<file path="src/hdl/sltc_pkg.sv">
// Shared types and codes for the sprite layer table compositor.
package sltc_pkg;

	localparam logic [2:0] CMD_ADD       = 3'd0;
	localparam logic [2:0] CMD_MOVE      = 3'd1;
	localparam logic [2:0] CMD_REMOVE    = 3'd2;
	localparam logic [2:0] CMD_WRITE     = 3'd3;
	localparam logic [2:0] CMD_QUERY     = 3'd4;
	localparam logic [2:0] CMD_COMPOSITE = 3'd5;

	localparam logic [1:0] ST_OK     = 2'd0;
	localparam logic [1:0] ST_FULL   = 2'd1;
	localparam logic [1:0] ST_ABSENT = 2'd2;

	localparam logic [3:0] CAPACITY_RESET = 4'd8;

	typedef struct packed {
		logic [2:0]  command;
		logic [2:0]  slot;
		logic [11:0] pos_x;
		logic [11:0] pos_y;
		logic [6:0]  width;
		logic [6:0]  height;
		logic [11:0] pix_x;
		logic [11:0] pix_y;
		logic [15:0] hue;
		logic [15:0] sat;
		logic [15:0] light;
		logic [15:0] alpha;
	} cmd_beat_t;

	typedef struct packed {
		logic [1:0]  status;
		logic [2:0]  slot_out;
		logic [11:0] where_x;
		logic [11:0] where_y;
		logic [15:0] out_hue;
		logic [15:0] out_sat;
		logic [15:0] out_light;
		logic [15:0] out_alpha;
	} rsp_beat_t;

	typedef struct packed {
		logic load;
		logic exec;
		logic scan;
		logic drain;
		logic finish;
	} ctl_cmd_t;

	typedef struct packed {
		logic scan_cmd;
		logic scan_done;
		logic out_busy;
	} dp_stat_t;

endpackage

</file>
<file path="src/hdl/sltc_ctrl.sv">
// Sequencing state machine of the sprite layer table compositor.
module sltc_ctrl (
	input  logic               clk,
	input  logic               arst_n,
	input  logic               cmd_valid,
	input  sltc_pkg::dp_stat_t stat,
	output sltc_pkg::ctl_cmd_t ctl,
	output logic               busy
);

	typedef enum logic [4:0] {
		S_IDLE  = 5'b00001,
		S_EXEC  = 5'b00010,
		S_SCAN  = 5'b00100,
		S_DRAIN = 5'b01000,
		S_DONE  = 5'b10000
	} state_t;

	state_t state_q, state_d;

	always_comb begin
		state_d = state_q;
		ctl = '0;
		unique case (state_q)
			S_IDLE: begin
				if (cmd_valid) begin
					ctl.load = 1'b1;
					state_d = S_EXEC;
				end
			end
			S_EXEC: begin
				ctl.exec = 1'b1;
				state_d = stat.scan_cmd ? S_SCAN : S_DONE;
			end
			S_SCAN: begin
				ctl.scan = 1'b1;
				if (stat.scan_done) state_d = S_DRAIN;
			end
			S_DRAIN: begin
				ctl.drain = 1'b1;
				state_d = S_DONE;
			end
			S_DONE: begin
				if (!stat.out_busy) begin
					ctl.finish = 1'b1;
					state_d = S_IDLE;
				end
			end
			default: state_d = S_IDLE;
		endcase
	end

	assign busy = (state_q != S_IDLE);

	always_ff @(posedge clk or negedge arst_n) begin
		if (!arst_n) state_q <= S_IDLE;
		else state_q <= state_d;
	end

endmodule

</file>
<file path="config.mk">
export PLATFORM = sky130hd
export DESIGN_NAME = sltc_ctrl
export DESIGN_NICKNAME = d
export VERILOG_FILES = /design/src/hdl/sltc_pkg.sv /design/src/hdl/sltc_ctrl.sv
export SDC_FILE = /design/constraint.sdc
export NUM_CORES = 1
export LEC_CHECK = 0
export ABC_AREA = 1
export BUFFER_PORTS_ARGS = -buffer_cell sky130_fd_sc_hd__buf_2
export CAP_MARGIN = 0
export CORE_AREA = 2 2 39 41
export CTS_BUF_LIST = sky130_fd_sc_hd__clkbuf_4 sky130_fd_sc_hd__clkbuf_8 sky130_fd_sc_hd__clkbuf_16
export CTS_CLUSTER_DIAMETER = 50
export DETAILED_ROUTE_END_ITERATION = 10
export DIE_AREA = 0 0 41 43
export PLACE_DENSITY_LB_ADDON = 0.3
export SLEW_MARGIN = 20
export SYNTH_ARGS = -nofsm -noshare
export SYNTH_HDL_FRONTEND = slang
export SYNTH_SLANG_ARGS = --single-unit
</file>
<file path="constraint.sdc">
create_clock -name clk -period 3.4 [get_ports clk]
set_input_delay 0.51 -clock clk [delete_from_list [all_inputs] [get_ports clk]]
set_output_delay 0.51 -clock clk [all_outputs]
set_load 0.005 [all_outputs]
</file>
# ---- After elaboration in Yosys (flattened, before gate mapping)
# Index checks and enable logic that the tools add are counted.
# W data, S select, Z words.
dict set report totals {
  regBits 5
  input_bits 6
  out_inout_bits 6
  word_cells 23
}
dict set report op_classes {
  eq_ne 9
  mux 12
  reduce_logical 1
}
# op count
set ops {}
lappend ops {{$pmux W5 S5} 1}
lappend ops {{$mux W5} 4}
lappend ops {{$mux W1} 7}
lappend ops {{$ne A2 B2 Y1 const B} 3}
lappend ops {{$eq A5 B1 Y1 const B} 1}
lappend ops {{$eq A5 B2 Y1 const B} 1}
lappend ops {{$eq A5 B3 Y1 const B} 1}
lappend ops {{$eq A5 B4 Y1 const B} 1}
lappend ops {{$eq A5 B5 Y1 const B} 1}
lappend ops {{$ne A5 B1 Y1 const B} 1}
lappend ops {{$reduce_and A3 Y1} 1}

# ---- Logic depth before layout (Yosys ltp)
dict set report depth {
  depth_word 3
  ltp_mapped 7
  depth_no_buf 7
}

# ---- Worst setup path after synthesis
# Ideal clock, no wire load.
dict set report synth_timing {
  kind {register to output}
  start {reg state_q[0]}
  end {out ctl[4] (netlist name)}
  arrival_ns 0.960
  required_time_ns 2.890
  path_slack_ns 1.930
  path_stages_with_launch 5
  n_path_buf 0
  path_cell_list {dfstp_2 > nor2_1 > nand4_1 > nand2_2 > nor3_1}
}
# element line_no
set synth_rtl {}
lappend synth_rtl {{start: declaration} sltc_ctrl.sv:19} ;# state_t state_q, state_d;
lappend synth_rtl {{start signal: assignment} sltc_ctrl.sv:57} ;# else state_q <= state_d;
lappend synth_rtl {{end: declaration} sltc_ctrl.sv:7} ;# output sltc_pkg::ctl_cmd_t ctl,

==> metrics.md <==
| Metric | Value |
|---|---|
| Max Slew Vio Count | `0` |
| Number of synthesized register bits | `5` |
| Drt total wl | `634 um` |
| Final core occ | `30.3%` |
| Yosys cell types | `16` |
| Iter 0 DRT Violations | `1` |
| DIE HEIGHT | `43 um` |
| PwrDens | `771 mW/mm^2` |
| Max VDD drop | `273 uV` |
| Prevailing post-synth register cell | `dfrtp_1` |
| Setup CP Type | `reg -> out` |
| Initial cell density of the core | `about 23%` |
| Layout cells sized above 1 | `between 40% and 50%` |
| H-tree levels | `1` |
| Avg WL per Cell | `8.81 um` |
| Core Box Area | `around 0.0014 sq mm` |
| Syn_nets | `47` |
| TritonCTS Buffers | `3` |
| Asr flop ratio synth | `100%` |
| Final hold violations | `0` |
| Largest net degree at the start of global routing | `6` |
| Die Wd | `about 41 um` |
| Hold buffer count at cts | `0` |
| Post-synth top cells | `inv_1 (7), nand2_1 (6), nor2_1 (6)` |
| Final net count | `63` |
| Number of synthesized flops with an enable pin | `0` |
| Netlist Area Pre-Place | `314 sq um` |
| Sequential fraction of the synthesis area | `40.2%` |
| Vias per cell | `4.26` |
| Period Utilization, post-route | `between 50% and 60%` |
| Unrepaired setup endpoints after global routing | `false` |
| Filler Cell Count | `168` |
| Max_cap viols | `0` |
| Total track usage | `10.0%` |
| Type of origin of the critical path | `flip-flop` |
| Gpl congestion | `approximately 0.65` |
| Synth-to-Final Area Change | `33.5%` |
| CTS Sinks | `5` |
| DR DRC count | `0` |
| Top Registers | `state_q x5` |
| First-pass DRT Iterations | `2` |
| CP max FO | `4` |
| Relative slew margins | `82.8%` |
| Clk buf depth | `2` |
| CTS clock-pin slew for the worst setup and hold paths | `around 0.040 ns` |
| Yosys Warn Count | `0` |
| First-pass GRT wire length | `approximately 1100 um` |
| ANT nets after route | `0` |
| Fmax | `between 500 and 600 MHz` |
| Setup Skew | `0.000487 ns` |
| CP arrival | `between 1 and 1.5 ns` |
| R2r setup slk | `2.23 ns` |
| PostCTS Resize Cnt | `0` |
| Worst-Skew Late Latency | `0.24 ns` |
| Worst slew pin tran | `0.257 ns` |
| Die Area | `around 0.0018 sq mm` |
| Min-Delay Path Class | `in -> async` |
| Setup bufs post-CTS | `0` |
| Leading area contributor after synthesis | `dfrtp_1` |
| Antenna diodes | `0` |
| Initial antenna violation count | `0` |
| Synth Area per Inst | `7.66 sq um` |
| Root buf cell | `clkbuf_4` |
| Gate Count Post-Synth | `41` |
| Most common cell in the netlist | `inv_1` |
| Crit path time final | `1.92 ns` |
| Area share of the largest cell type after synthesis | `31.9%` |
| Critical Path RT | `roughly 2.9 ns` |
| Vias in the first global route | `259` |
| Outcome | `finished clean` |
| Final setup fails | `0` |
| Largest register by flop count | `state_q` |
| Worst setup EP type | `output pin` |
| Largest register FFs | `5` |
| CTS tree | `yes` |
| Static leakage | `0.000243 uW` |
| Area contributors post-synth | `dfrtp_1 (32%), dfstp_2 (8.4%), inv_1 (8.4%)` |
| # IOs | `12` |
| Hpwl dp | `approximately 540 um` |
| Total negative slack | `0 ns` |
| GRT overflow | `0` |
| Site Rows | `14` |
| Via count | `307` |
| IO buf count | `11` |
[critical path, cell delays in order (launching register included)]
cell     delay (ns)
dfrtp_1        0.41
nor3_2         0.29
nand3_1        0.16
nand2_2        0.13
nor3_1         0.05
buf_2          0.12
[routing by layer]
metal | GRT usage [%] | vias up | share of wire (%)
li1 | - | 160 | -
met1 | 11.1 | 132 | 41
met2 | 11.9 | 11 | 44
met3 | 3.14 | 4 | 7.6
met4 | 14.0 | 0 | 7.4
met5 | 0 | - | 0
[layout by cell type, fill, tap and decap left out]
master    count
buf_2        11
clkbuf_4      4
dfrtp_1       4
dfstp_2       1
inv_1         7
inv_2         2
nand2_1       6
nand2_2       1
nand3_1       3
nand3_2       1
nand4_1       1
nor2_1        6
nor2_4        2
nor3_1        3
nor3_2        1
o211ai_1      1
o21ai_0       1
o21bai_2      1
[per-stage QoR]
| stage | setup WS (ns) | hold slack (ns) | total power, uW | cells | area (sq um) |
|---|---|---|---|---|---|
| 2_1_floorplan | 1.93 | 0.214 | 206 | 41 | 314 |
| 3_3_place_gp | 1.76 | 0.331 | 250 | 68 | 389 |
| 3_5_place_dp | 1.74 | 0.332 | 250 | 68 | 389 |
| 4_1_cts | 1.47 | 0.0712 | 329 | 72 | 419 |
| 5_1_grt | 1.36 | 0.0727 | 354 | 72 | 419 |
| 6_report | 1.48 | 0.0696 | 323 | 72 | 419 |
[power breakdown]
part | internal, uW | leakage [uW] | switching [uW]
combinational | 62.5 | 0.000160 | 78.9
clock | 52.3 | 0.0000184 | 24.7
sequential | 82.3 | 0.0000646 | 22.4
total | 197 | 0.000243 | 126
[path summary, 6_finish.rpt]
check	from	endpoint	cells past startpoint
worst max-delay path	state_q[1]	ctl[4]	5
worst min-delay path	arst_n	state_q[3]	1
worst max register to register	state_q[1]	state_q[1]	4
worst min register to register	state_q[0]	state_q[1]	2
max in group asynchronous	arst_n	state_q[0]	1
min in group clk	stat[2]	state_q[2]	3
[final cells by class]
class | instances | area, sq um | area share (%)
Multi-Input combinational cell | 27 | 154 | 36.7
Timing Repair Buffer | 11 | 55.1 | 13.1
Tap cell | 16 | 20.0 | 4.78
Sequential cell | 5 | 126 | 30.1
Clock buffer | 4 | 30.0 | 7.16
Inverter | 9 | 33.8 | 8.06
[cells by family after synthesis]
group | count (synthesis) | synth area share (%)
buf+inv | 9 | 10.8
compound gates | 3 | 7.57
simple gates | 24 | 41.4
flops | 5 | 40.2
No activity file was read; power rests on OpenSTA's default activity.
